==> src/rtl/core/pre_pkg.sv <==
// ----------------------------------------------------------------------------
// pre_pkg
// Shared types and constants of the parameter ramp engine.
// ----------------------------------------------------------------------------
package pre_pkg;

    localparam int NUM_PARAMS_DEF = 32;

    localparam int IDX_W   = 5;
    localparam int CODE_W  = 10;
    localparam int PHASE_W = 4;
    localparam int VAL_W   = 16;
    localparam int RATE_W  = 16;
    localparam int PART_W  = 6;
    localparam int CELL_W  = VAL_W + CODE_W;
    localparam int CFG_IDX_W = 3;
    localparam int CFG_W   = 16;

    // configuration register indexes
    localparam logic [CFG_IDX_W-1:0] REG_PARTITION = 3'd0;
    localparam logic [CFG_IDX_W-1:0] REG_RATE_0    = 3'd1;
    localparam logic [CFG_IDX_W-1:0] REG_RATE_1    = 3'd2;
    localparam logic [CFG_IDX_W-1:0] REG_RATE_2    = 3'd3;
    localparam logic [CFG_IDX_W-1:0] REG_RATE_3    = 3'd4;

    // target code that freezes a cell
    localparam logic [CODE_W-1:0] CODE_HOLD    = 10'h200;
    // positive codes below this one get the +1 rounding
    localparam logic [CODE_W-1:0] CODE_RND_TOP = 10'h1ff;
    // rounding bias added to the 17 fraction bits of the product
    localparam logic [17:0]       FRAC_BIAS    = 18'h01000;
    localparam logic [4:0]        FRAC_FULL    = 5'd16;
    // error used when ramping down lands exactly on the rounded target
    localparam logic [16:0]       TERM_ERR     = 17'h1fffe;

    typedef struct packed {
        logic                tick;
        logic [IDX_W-1:0]    idx;
        logic [CODE_W-1:0]   code;
        logic [PHASE_W-1:0]  thr;
    } t_cmd;

endpackage

==> src/rtl/core/pre_ram.sv <==
// ----------------------------------------------------------------------------
// pre_ram
// Generic single write port, single read port RAM with registered read.
// ----------------------------------------------------------------------------
module pre_ram #(
    parameter int WIDTH = 8,
    parameter int DEPTH = 16
) (
    input  logic                     i_clk,
    input  logic                     i_we,
    input  logic [$clog2(DEPTH)-1:0] i_waddr,
    input  logic [WIDTH-1:0]         i_wdata,
    input  logic                     i_re,
    input  logic [$clog2(DEPTH)-1:0] i_raddr,
    output logic [WIDTH-1:0]         o_rdata
);

    logic [WIDTH-1:0] r_mem [DEPTH];
    logic [WIDTH-1:0] r_rdata;

    always_ff @(posedge i_clk) begin
        if (i_we) begin
            r_mem[i_waddr] <= i_wdata;
        end
        if (i_re) begin
            r_rdata <= r_mem[i_raddr];
        end
    end

    assign o_rdata = r_rdata;

endmodule

==> src/rtl/core/pre_front.sv <==
// ----------------------------------------------------------------------------
// pre_front
// Input side: accepts words, drops sets to missing cells, forms the dither
// threshold and queues commands for the ramp back end.
// ----------------------------------------------------------------------------
module pre_front #(
    parameter int NUM_PARAMS = pre_pkg::NUM_PARAMS_DEF
) (
    input  logic                      i_clk,
    input  logic                      i_rst_n,
    input  logic                      i_valid,
    output logic                      o_ready,
    input  logic                      i_tick,
    input  logic [5:0]                i_idx,
    input  logic [pre_pkg::CODE_W-1:0]  i_code,
    input  logic [pre_pkg::PHASE_W-1:0] i_phase,
    output logic                      o_cmd_valid,
    output pre_pkg::t_cmd             o_cmd,
    input  logic                      i_cmd_pop
);
    import pre_pkg::*;

    t_cmd       r_q [2];
    logic       r_wr;
    logic       r_rd;
    logic [1:0] r_cnt;
    logic [1:0] n_cnt;
    logic       keep;
    logic       push;
    t_cmd       cmd_in;

    // upper half of the host index aliases the lower half
    assign keep = i_tick || (32'(i_idx[IDX_W-1:0]) < NUM_PARAMS);
    assign o_ready = (r_cnt != 2'd2);
    assign push = i_valid && o_ready && keep;

    always_comb begin
        cmd_in.tick = i_tick;
        cmd_in.idx  = i_idx[IDX_W-1:0];
        cmd_in.code = i_code;
        // bit-reversed phase is the rounding threshold
        cmd_in.thr  = {i_phase[0], i_phase[1], i_phase[2], i_phase[3]};
    end

    always_comb begin
        n_cnt = r_cnt;
        if (push && !i_cmd_pop) begin
            n_cnt = r_cnt + 2'd1;
        end else if (!push && i_cmd_pop) begin
            n_cnt = r_cnt - 2'd1;
        end
    end

    always_ff @(posedge i_clk) begin
        if (!i_rst_n) begin
            r_wr  <= 1'b0;
            r_rd  <= 1'b0;
            r_cnt <= 2'd0;
        end else begin
            r_cnt <= n_cnt;
            if (push) begin
                r_wr <= ~r_wr;
            end
            if (i_cmd_pop) begin
                r_rd <= ~r_rd;
            end
        end
    end

    always_ff @(posedge i_clk) begin
        if (push) begin
            r_q[r_wr] <= cmd_in;
        end
    end

    assign o_cmd_valid = (r_cnt != 2'd0);
    assign o_cmd       = r_q[r_rd];

endmodule

==> src/rtl/core/pre_back.sv <==
// ----------------------------------------------------------------------------
// pre_back
// Ramp back end: walks the cells of a tick one per cycle while the output
// is taken, via a read, error, multiply, update pipeline; applies target writes.
// ----------------------------------------------------------------------------
module pre_back #(
    parameter int NUM_PARAMS = pre_pkg::NUM_PARAMS_DEF
) (
    input  logic                              i_clk,
    input  logic                              i_rst_n,
    input  logic [pre_pkg::PART_W-1:0]        i_partition,
    input  logic [3:0][pre_pkg::RATE_W-1:0]   i_rate,
    input  logic                              i_cmd_valid,
    input  pre_pkg::t_cmd                     i_cmd,
    output logic                              o_cmd_pop,
    output logic                              o_valid,
    input  logic                              i_ready,
    output logic [pre_pkg::IDX_W-1:0]         o_param,
    output logic [pre_pkg::VAL_W-1:0]         o_current,
    output logic [pre_pkg::CODE_W-1:0]        o_target,
    output logic                              o_last
);
    import pre_pkg::*;

    localparam int AW    = $clog2(NUM_PARAMS);
    localparam int LIMIT = (NUM_PARAMS < 32) ? NUM_PARAMS : 32;
    localparam logic [PART_W-1:0] LIMIT_P = PART_W'(LIMIT);
    localparam logic [PART_W-1:0] LAST_P  = PART_W'(LIMIT - 1);

    // control
    logic              r_issuing;
    logic [PART_W-1:0] r_p;
    logic [PHASE_W-1:0] r_thr;
    logic              r_b_valid, r_c_valid, r_d_valid, r_out_valid;
    logic              r_ok [NUM_PARAMS];

    logic adv;
    logic pipe_empty;
    logic cmd_pop;

    // issue
    logic              iss_valid;
    logic              iss_tick;
    logic [PART_W-1:0] iss_p;
    logic              iss_last;
    logic [CELL_W-1:0] ram_rdata;
    logic              ram_we;
    logic [CELL_W-1:0] ram_wdata;

    // stage b: read data
    logic              r_b_tick, r_b_last, r_b_ok;
    logic [PART_W-1:0] r_b_p;
    logic [PHASE_W-1:0] r_b_thr;
    logic [CODE_W-1:0] r_b_code;
    logic [CELL_W-1:0] b_cell;
    logic [CODE_W-1:0] b_low;
    logic [VAL_W-1:0]  b_cur;
    logic [VAL_W-1:0]  b_exact;
    logic [16:0]       b_dir;
    logic [16:0]       b_diff0;
    logic [16:0]       b_diff;
    logic [16:0]       b_ndiff;
    logic              b_rnd_inc;
    logic              b_neg;

    // stage c: error terms
    logic              r_c_tick, r_c_last, r_c_skip, r_c_neg;
    logic [AW-1:0]     r_c_addr;
    logic [IDX_W-1:0]  r_c_p;
    logic [PHASE_W-1:0] r_c_thr;
    logic [VAL_W-1:0]  r_c_mag;
    logic [RATE_W-1:0] r_c_rate;
    logic [VAL_W-1:0]  r_c_cur, r_c_exact;
    logic [CODE_W-1:0] r_c_low;
    logic [CELL_W-1:0] r_c_wcell;

    // stage d: product
    logic              r_d_tick, r_d_last, r_d_skip, r_d_neg;
    logic [AW-1:0]     r_d_addr;
    logic [IDX_W-1:0]  r_d_p;
    logic [PHASE_W-1:0] r_d_thr;
    logic [31:0]       r_d_prod;
    logic [VAL_W-1:0]  r_d_cur, r_d_exact;
    logic [CODE_W-1:0] r_d_low;
    logic [CELL_W-1:0] r_d_wcell;
    logic [17:0]       d_fsum;
    logic [4:0]        d_frac0, d_frac;
    logic              d_wrap, d_bump;
    logic [16:0]       d_delta;
    logic signed [17:0] d_next, d_ex18, d_cur18;
    logic [VAL_W-1:0]  d_clamped, d_val;

    // output register
    logic [IDX_W-1:0]  r_out_p;
    logic [VAL_W-1:0]  r_out_cur;
    logic [CODE_W-1:0] r_out_tgt;
    logic              r_out_last;

    assign adv        = !r_out_valid || i_ready;
    assign pipe_empty = !r_issuing && !r_b_valid && !r_c_valid && !r_d_valid;
    assign cmd_pop    = adv && pipe_empty && i_cmd_valid;
    assign o_cmd_pop  = cmd_pop;

    always_comb begin
        iss_valid = 1'b0;
        iss_tick  = 1'b1;
        iss_p     = r_p;
        iss_last  = (r_p == LAST_P);
        if (r_issuing) begin
            iss_valid = 1'b1;
        end else if (cmd_pop && !i_cmd.tick) begin
            iss_valid = 1'b1;
            iss_tick  = 1'b0;
            iss_p     = {1'b0, i_cmd.idx};
            iss_last  = 1'b0;
        end
    end

    pre_ram #(
        .WIDTH (CELL_W),
        .DEPTH (NUM_PARAMS)
    ) u_cells (
        .i_clk   (i_clk),
        .i_we    (ram_we),
        .i_waddr (r_d_addr),
        .i_wdata (ram_wdata),
        .i_re    (adv),
        .i_raddr (iss_p[AW-1:0]),
        .o_rdata (ram_rdata)
    );

    // stage b: error toward the target
    always_comb begin
        b_cell    = r_b_ok ? ram_rdata : '0;
        b_low     = b_cell[CODE_W-1:0];
        b_cur     = b_cell[CELL_W-1:CODE_W];
        b_exact   = {b_low, 6'b0};
        b_dir     = {b_exact[VAL_W-1], b_exact} - {b_cur[VAL_W-1], b_cur};
        b_rnd_inc = (b_low != '0) && (b_low < CODE_RND_TOP);
        b_diff0   = b_dir + {16'b0, b_rnd_inc};
        b_neg     = b_dir[16];
        b_diff    = (b_neg && (b_diff0 == '0)) ? TERM_ERR : b_diff0;
        b_ndiff   = -b_diff;
    end

    // stage d: rounding, step and clamp
    always_comb begin
        d_fsum  = {1'b0, r_d_prod[16:0]} + FRAC_BIAS;
        d_frac0 = d_fsum[17:13];
        d_wrap  = (d_frac0 == FRAC_FULL);
        d_frac  = d_wrap ? 5'd0 : d_frac0;
        d_bump  = (!r_d_neg && ({1'b0, r_d_thr} < d_frac)) ||
                  (r_d_neg && (d_frac != 5'd0) && ({1'b0, r_d_thr} >= (FRAC_FULL - d_frac)));
        d_delta = {2'b0, r_d_prod[31:17]} + {16'b0, d_wrap} + {16'b0, d_bump};
        d_cur18 = {{2{r_d_cur[VAL_W-1]}}, r_d_cur};
        d_ex18  = {{2{r_d_exact[VAL_W-1]}}, r_d_exact};
        d_next  = r_d_neg ? (d_cur18 - $signed({1'b0, d_delta}))
                          : (d_cur18 + $signed({1'b0, d_delta}));
        if ((!r_d_neg && (d_next > d_ex18)) || (r_d_neg && (d_next < d_ex18))) begin
            d_clamped = r_d_exact;
        end else begin
            d_clamped = d_next[VAL_W-1:0];
        end
        d_val = r_d_skip ? r_d_cur : d_clamped;
    end

    assign ram_we    = adv && r_d_valid;
    assign ram_wdata = r_d_tick ? {d_val, r_d_low} : r_d_wcell;

    always_ff @(posedge i_clk) begin
        if (!i_rst_n) begin
            r_issuing   <= 1'b0;
            r_b_valid   <= 1'b0;
            r_c_valid   <= 1'b0;
            r_d_valid   <= 1'b0;
            r_out_valid <= 1'b0;
            for (int i = 0; i < NUM_PARAMS; i++) begin
                r_ok[i] <= 1'b0;
            end
        end else if (adv) begin
            if (r_issuing) begin
                r_p <= r_p + 1'b1;
                if (iss_last) begin
                    r_issuing <= 1'b0;
                end
            end else if (cmd_pop && i_cmd.tick && (i_partition < LIMIT_P)) begin
                r_issuing <= 1'b1;
                r_p       <= i_partition;
                r_thr     <= i_cmd.thr;
            end
            r_b_valid   <= iss_valid;
            r_c_valid   <= r_b_valid;
            r_d_valid   <= r_c_valid;
            r_out_valid <= r_d_valid && r_d_tick;
            if (r_d_valid) begin
                r_ok[r_d_addr] <= 1'b1;
            end
        end
    end

    always_ff @(posedge i_clk) begin
        if (adv) begin
            r_b_tick <= iss_tick;
            r_b_last <= iss_last;
            r_b_p    <= iss_p;
            r_b_thr  <= r_thr;
            r_b_code <= i_cmd.code;
            r_b_ok   <= r_ok[iss_p[AW-1:0]];

            r_c_tick  <= r_b_tick;
            r_c_last  <= r_b_last;
            r_c_addr  <= r_b_p[AW-1:0];
            r_c_p     <= r_b_p[IDX_W-1:0];
            r_c_thr   <= r_b_thr;
            r_c_skip  <= (b_low == CODE_HOLD) || (b_dir == '0);
            r_c_neg   <= b_neg;
            r_c_mag   <= b_diff[16] ? b_ndiff[VAL_W-1:0] : b_diff[VAL_W-1:0];
            r_c_rate  <= i_rate[r_b_p[1:0]];
            r_c_cur   <= b_cur;
            r_c_exact <= b_exact;
            r_c_low   <= b_low;
            // set below the partition clears the current value
            r_c_wcell <= (r_b_p < i_partition) ? {{VAL_W{1'b0}}, r_b_code}
                                               : {b_cur, r_b_code};

            r_d_tick  <= r_c_tick;
            r_d_last  <= r_c_last;
            r_d_addr  <= r_c_addr;
            r_d_p     <= r_c_p;
            r_d_thr   <= r_c_thr;
            r_d_skip  <= r_c_skip;
            r_d_neg   <= r_c_neg;
            r_d_prod  <= r_c_mag * r_c_rate;
            r_d_cur   <= r_c_cur;
            r_d_exact <= r_c_exact;
            r_d_low   <= r_c_low;
            r_d_wcell <= r_c_wcell;

            r_out_p    <= r_d_p;
            r_out_cur  <= d_val;
            r_out_tgt  <= r_d_low;
            r_out_last <= r_d_last;
        end
    end

    assign o_valid   = r_out_valid;
    assign o_param   = r_out_p;
    assign o_current = r_out_cur;
    assign o_target  = r_out_tgt;
    assign o_last    = r_out_last;

    a_pop_when_drained: assert property (@(posedge i_clk) disable iff (!i_rst_n)
        cmd_pop |-> (!r_b_valid && !r_c_valid && !r_d_valid))
        else $error("command taken while the pipeline is busy");

    a_walk_in_range: assert property (@(posedge i_clk) disable iff (!i_rst_n)
        r_issuing |-> (r_p < LIMIT_P))
        else $error("tick walk beyond the last cell");

    a_last_is_top: assert property (@(posedge i_clk) disable iff (!i_rst_n)
        (r_out_valid && r_out_last) |-> (r_out_p == LAST_P[IDX_W-1:0]))
        else $error("last word not on the top cell");

    a_walk_from_pop: assert property (@(posedge i_clk) disable iff (!i_rst_n)
        $rose(r_issuing) |-> $past(cmd_pop))
        else $error("tick walk started without a command");

    a_moving_has_error: assert property (@(posedge i_clk) disable iff (!i_rst_n)
        (r_c_valid && r_c_tick && !r_c_skip) |-> (r_c_mag != '0))
        else $error("ramping cell with zero error");

endmodule

==> src/rtl/core/parameter_ramp_engine.sv <==
// Flow: a tick word accepted into an idle engine passes the command queue and
// the read, error, product and output registers, then yields one word per cycle
// while the output is taken. Issue: the back end takes a new command only once
// its pipeline has drained; a tick walks its cells through the single cell RAM
// port and the one multiplier. A two-entry command queue lets the input run ahead.
// Reset: synchronous active low; clears the control and configuration registers and the cell valid bits.
// ----------------------------------------------------------------------------
// parameter_ramp_engine
// Parameter cells with target writes and dithered ramp ticks.
// ----------------------------------------------------------------------------
module parameter_ramp_engine #(
    parameter int NUM_PARAMS = pre_pkg::NUM_PARAMS_DEF
) (
    input  logic                           i_clk,
    input  logic                           i_rst_n,
    input  logic                           i_cfg_we,
    input  logic [pre_pkg::CFG_IDX_W-1:0]  i_cfg_index,
    input  logic [pre_pkg::CFG_W-1:0]      i_cfg_data,
    input  logic                           s_axis_tvalid,
    output logic                           s_axis_tready,
    // param_index[5:0], target_code[15:6], rounding_phase[19:16], zero[23:20]
    input  logic [23:0]                    s_axis_tdata,
    // action[0]
    input  logic                           s_axis_tuser,
    output logic                           m_axis_tvalid,
    input  logic                           m_axis_tready,
    // out_param[4:0], out_current[20:5], out_target[30:21], zero[31]
    output logic [31:0]                    m_axis_tdata,
    output logic                           m_axis_tlast
);
    import pre_pkg::*;

    logic [PART_W-1:0]        r_partition;
    logic [3:0][RATE_W-1:0]   r_rate;
    logic                     cmd_valid;
    t_cmd                     cmd;
    logic                     cmd_pop;
    logic [IDX_W-1:0]         out_p;
    logic [VAL_W-1:0]         out_cur;
    logic [CODE_W-1:0]        out_tgt;

    always_ff @(posedge i_clk) begin
        if (!i_rst_n) begin
            r_partition <= '0;
            r_rate      <= '0;
        end else if (i_cfg_we) begin
            case (i_cfg_index)
                REG_PARTITION: r_partition <= i_cfg_data[PART_W-1:0];
                REG_RATE_0:    r_rate[0]   <= i_cfg_data[RATE_W-1:0];
                REG_RATE_1:    r_rate[1]   <= i_cfg_data[RATE_W-1:0];
                REG_RATE_2:    r_rate[2]   <= i_cfg_data[RATE_W-1:0];
                REG_RATE_3:    r_rate[3]   <= i_cfg_data[RATE_W-1:0];
                default: begin
                end
            endcase
        end
    end

    pre_front #(
        .NUM_PARAMS (NUM_PARAMS)
    ) u_front (
        .i_clk       (i_clk),
        .i_rst_n     (i_rst_n),
        .i_valid     (s_axis_tvalid),
        .o_ready     (s_axis_tready),
        .i_tick      (s_axis_tuser),
        .i_idx       (s_axis_tdata[5:0]),
        .i_code      (s_axis_tdata[15:6]),
        .i_phase     (s_axis_tdata[19:16]),
        .o_cmd_valid (cmd_valid),
        .o_cmd       (cmd),
        .i_cmd_pop   (cmd_pop)
    );

    pre_back #(
        .NUM_PARAMS (NUM_PARAMS)
    ) u_back (
        .i_clk       (i_clk),
        .i_rst_n     (i_rst_n),
        .i_partition (r_partition),
        .i_rate      (r_rate),
        .i_cmd_valid (cmd_valid),
        .i_cmd       (cmd),
        .o_cmd_pop   (cmd_pop),
        .o_valid     (m_axis_tvalid),
        .i_ready     (m_axis_tready),
        .o_param     (out_p),
        .o_current   (out_cur),
        .o_target    (out_tgt),
        .o_last      (m_axis_tlast)
    );

    assign m_axis_tdata = {1'b0, out_tgt, out_cur, out_p};

endmodule

==> config.mk <==
export PLATFORM = sky130hd
export DESIGN_NAME = parameter_ramp_engine
export DESIGN_NICKNAME = d
export VERILOG_FILES = /design/src/rtl/core/pre_pkg.sv /design/src/rtl/core/pre_ram.sv /design/src/rtl/core/pre_front.sv /design/src/rtl/core/pre_back.sv /design/src/rtl/core/parameter_ramp_engine.sv
export SDC_FILE = /design/constraint.sdc
export NUM_CORES = 2
export LEC_CHECK = 0
export ABC_AREA = 0
export BUFFER_PORTS_ARGS = -buffer_cell sky130_fd_sc_hd__buf_2
export CELL_PAD_IN_SITES_DETAIL_PLACEMENT = 1
export CELL_PAD_IN_SITES_GLOBAL_PLACEMENT = 2
export CORE_UTILIZATION = 35
export CTS_CLUSTER_DIAMETER = 40
export DETAILED_ROUTE_END_ITERATION = 10
export PLACE_DENSITY_LB_ADDON = 0.2
export SYNTH_ARGS = -nofsm -noshare
export SYNTH_HDL_FRONTEND = slang
export SYNTH_SLANG_ARGS = --single-unit
==> constraint.sdc <==
create_clock -name i_clk -period 10.2 [get_ports i_clk]
set_clock_uncertainty 0.15 [all_clocks]
set_input_delay 0.51 -clock i_clk [delete_from_list [all_inputs] [get_ports i_clk]]
set_output_delay 0.51 -clock i_clk [all_outputs]
set_load 0.05 [all_outputs]
==> flow_summary.toml <==
[floorplanning]
start_util_pct = 35.2
std_cell_rows = 151
die_area_mm2 = 0.172
core_mm2 = 0.169
dieHeight_um = 415
io_pins = 84
dieWidth_um = 415

[worst_setup_path]
path_max_fanout = 32
cp.required_ns = 10.55
path_common_cell = "ha_1"
cp-start-kind = "register"
cp.arrival_ns = 9.86
r2r-start = "u_back.r_d_prod[12]"
rr_worst_depth = 41
worst-setup-path-type = "reg -> reg"
crit_path_end_kind = "register"
r2r_slack_ns = 0.69
slowest_delay_ns = 0.50
critPathSlowestCell = "or3b_1"
worstReg2RegEnd = "u_back.u_cells.r_mem[10][20]"

[status]
outcome = "finished clean"

[global_route]
antenna_found_initial = 4
grt_max_degree = 95
grt_pass1_vias = 37500
gr-usage-all-layers_pct = 19.8
grt-ovfl-total = 0
grt_pass1_wl_um = 250000

[synthesis]
synth_top_area_cell = "edfxtp_1"
synth_ff_type = "edfxtp_1"
synth_top_area_share_pct = 57.6
synth_cells = 4113
synth_nets = 4524
ys_warn_count = 0
seq_area_frac_synth_pct = 61.3
synth_area_leaders = "edfxtp_1 (58%), mux4_2 (8.8%), fa_1 (6.5%), nand2_1 (3.9%), dfxtp_1 (3.8%)"
synth_seq_cells = 1257
yosys.cell_types.count = 102
synthArstFlopShare_pct = 0
synthesis.area_mm2 = 0.0597
synth_edf_count = 1145
synth_area_per_cell_um2 = 14.5

[hold_path]
worstHoldEndpoint = "r_rate[6]"
hold_path_depth = 4
hold_start = "i_cfg_index[1]"
hold_class = "in -> reg"

[route]
via_per_inst = 5.16
drtAntennaViolNets = 0
drt_iter0_markers = 2400
drt-total-wl_um = 170000
drc = 0
vias = 34600
firstDrtPassIters = 5
route.detailed.wl_per_inst_um = 25.4

[sta]
setup_viol = 0
max-slew-margin-rel_pct = 29.7
slew_violations = 0
min_period_ns = 9.51
worst_slew_pin_slew_ns = 1.05
holdWs_ns = 0.113
hold_violations = 0
fmax_mhz = 105
tns_ns = 0
fin_ws_ns = 0.688
min_period_over_period_pct = 93.3
rsz0062_at_grt = "false"

[placed_design]
io_buffers = 77
placedCellCount = 6300
placed_area_mm2 = 0.0630
dp_slack_ns = 0.185
dpl.hpwl_um = 107000
gp_congestion = 0.766

[clock_tree]
clock-root-buffer = "clkbuf_16"
cts_buffers = 195
cts_setup_buffers = 0
clk_latency_ns = 0.82
clk_pin_slew_ns = 0.05
cts_sinks = 1257
clockBufferDepth = 3
cts.htree.levels = 4
cts_tree = "done"

[power]
finalPower_mw = 24.8
leakage_nw = 25.5
peakVddDrop_uv = 308
powerDensity_mw_per_mm2 = 354

[layout]
drive_gt1_share_pct = 19.2
nets = 4729
areaGrowthSynthToFinish_pct = 17.3
final_core_util_pct = 41.3
layout.cells.non_filler = 6708
design_area_mm2 = 0.0701

[run]
drv_cap = 0
[sequential cells by signal, summed over array words and instances (netlist names), 10 cells and up, named ones only]
name,count
u_back.u_cells.r_mem,832
r_rate,64
u_front.r_q,40
u_back.r_ok,32
u_back.r_c_wcell,26
u_back.r_d_wcell,26
u_back.u_cells.o_rdata,26
u_back.r_d_prod,20
u_back.o_current,16
u_back.r_c_cur,16
u_back.r_c_mag,16
u_back.r_c_rate,16
u_back.r_d_cur,16
u_back.o_target,10
u_back.r_b_code,10
u_back.r_c_low,10
u_back.r_d_exact,10
[worst max path at each step]
stage,from,end,cells after the start
final,u_back.r_d_prod[12],u_back.u_cells.r_mem[10][20],41
after detailed placement,u_back.r_d_prod[12],u_back.u_cells.r_mem[11][12],39
after floorplan,u_back.r_d_prod[12],u_back.u_cells.r_mem[0][18],40
after CTS,u_back.r_d_prod[12],u_back.u_cells.r_mem[3][12],39
after global placement,u_back.r_d_prod[12],u_back.u_cells.r_mem[6][12],39
after global routing,u_back.r_d_prod[12],u_back.u_cells.r_mem[2][19],41
[critical path: cells and delay by family, from the launching register on]
kind / cells / cell delay [ns]
multiplexers: 2 / 0.69
AO/OA/AOI/OAI: 15 / 2.72
flip-flops: 1 / 0.38
AND/OR/NAND/NOR: 13 / 2.27
buffers and inverters: 1 / 0.23
adder cells (fa/ha/maj): 7 / 2.00
XOR/XNOR: 3 / 0.76
[cell families (layout without fill, tap and decap cells)]
logic type                 count (synthesis)  in the layout  synth area share [%]
AOI/OAI and AO/OA                        410            410                  4.65
xor gates and xnor gates                 107            107                  1.62
adders and majority gates                362            362                  10.0
buffers and inverters                    480            851                  3.24
DFF                                     1257           1257                  61.3
muxes                                    291            293                  9.83
other                                      1              5               0.00628
and+or+nand+nor                         1205           1205                  9.30
[area by class of cell]
cell class | instances | area [um2]
Sequential cell | 1257 | 36600
Tap cell | 2218 | 2780
Antenna cell | 4 | 10.0
Multi-Input combinational cell | 2378 | 21600
Clock inverter | 150 | 1580
Fill cell | 17000 | 99400
Inverter | 294 | 1130
Clock buffer | 215 | 4970
Timing Repair Buffer | 192 | 1400
[synthesized netlist by cell type (all sizes together), types with 16 or more instances]
cell and count:
edfxtp 1145, nand2 623, inv 293, mux4 232, fa 194, ha 168, nor2 146, and2 132
nand3 121, a21oi 116, dfxtp 112, clkbuf 111, buf 75, o21ai 73, a21boi 71, xnor2 68
o21a 50, mux2 42, xor2 38, nor2b 28, nor3 28, and3 20, nand2b 18, mux2i 17
or3 17, nand4 16
[routing by layer]
| metal | track usage [%] | part of all wire, % |
|---|---|---|
| met3 | 2.51 | 3.2 |
| met1 | 24.9 | 43 |
| met5 | 0 | 0 |
| met4 | 5.05 | 2.1 |
| met2 | 35.8 | 52 |
[report_power, final]
part | switching, mW | total [mW] | internal, mW
Combinational | 6.34 | 9.54 | 3.20
Clock | 2.63 | 6.52 | 3.90
Sequential | 0.545 | 8.75 | 8.20
Total | 9.51 | 24.8 | 15.3
[cells in the final DEF (no fill, tap or decap), types with 21 or more instances in the layout]
master	instances
mux2_2	29
nor2_1	111
nor3_1	28
a21oi_1	111
buf_2	77
nand3_1	120
clkbuf_16	195
nor2b_1	28
a21boi_0	71
fa_1	194
dlygate4sd3_1	37
nand2_1	623
nor2_4	33
clkinv_2	24
inv_6	28
xnor2_1	66
o21a_1	50
clkinvlp_4	21
clkinv_4	32
ha_1	167
xor2_1	36
o21ai_0	56
mux4_2	232
buf_4	73
dfxtp_1	111
inv_1	289
and2_1	129
edfxtp_1	1145
[timing repair]
item | 4_1_cts | 5_1_grt
resized for setup | 0 | 23
endpoints found under the hold margin | 112 | 0
hold buffers | 37 | 0
setup endpoints to repair | 0 | 512
(Power assumes the default switching activity.)
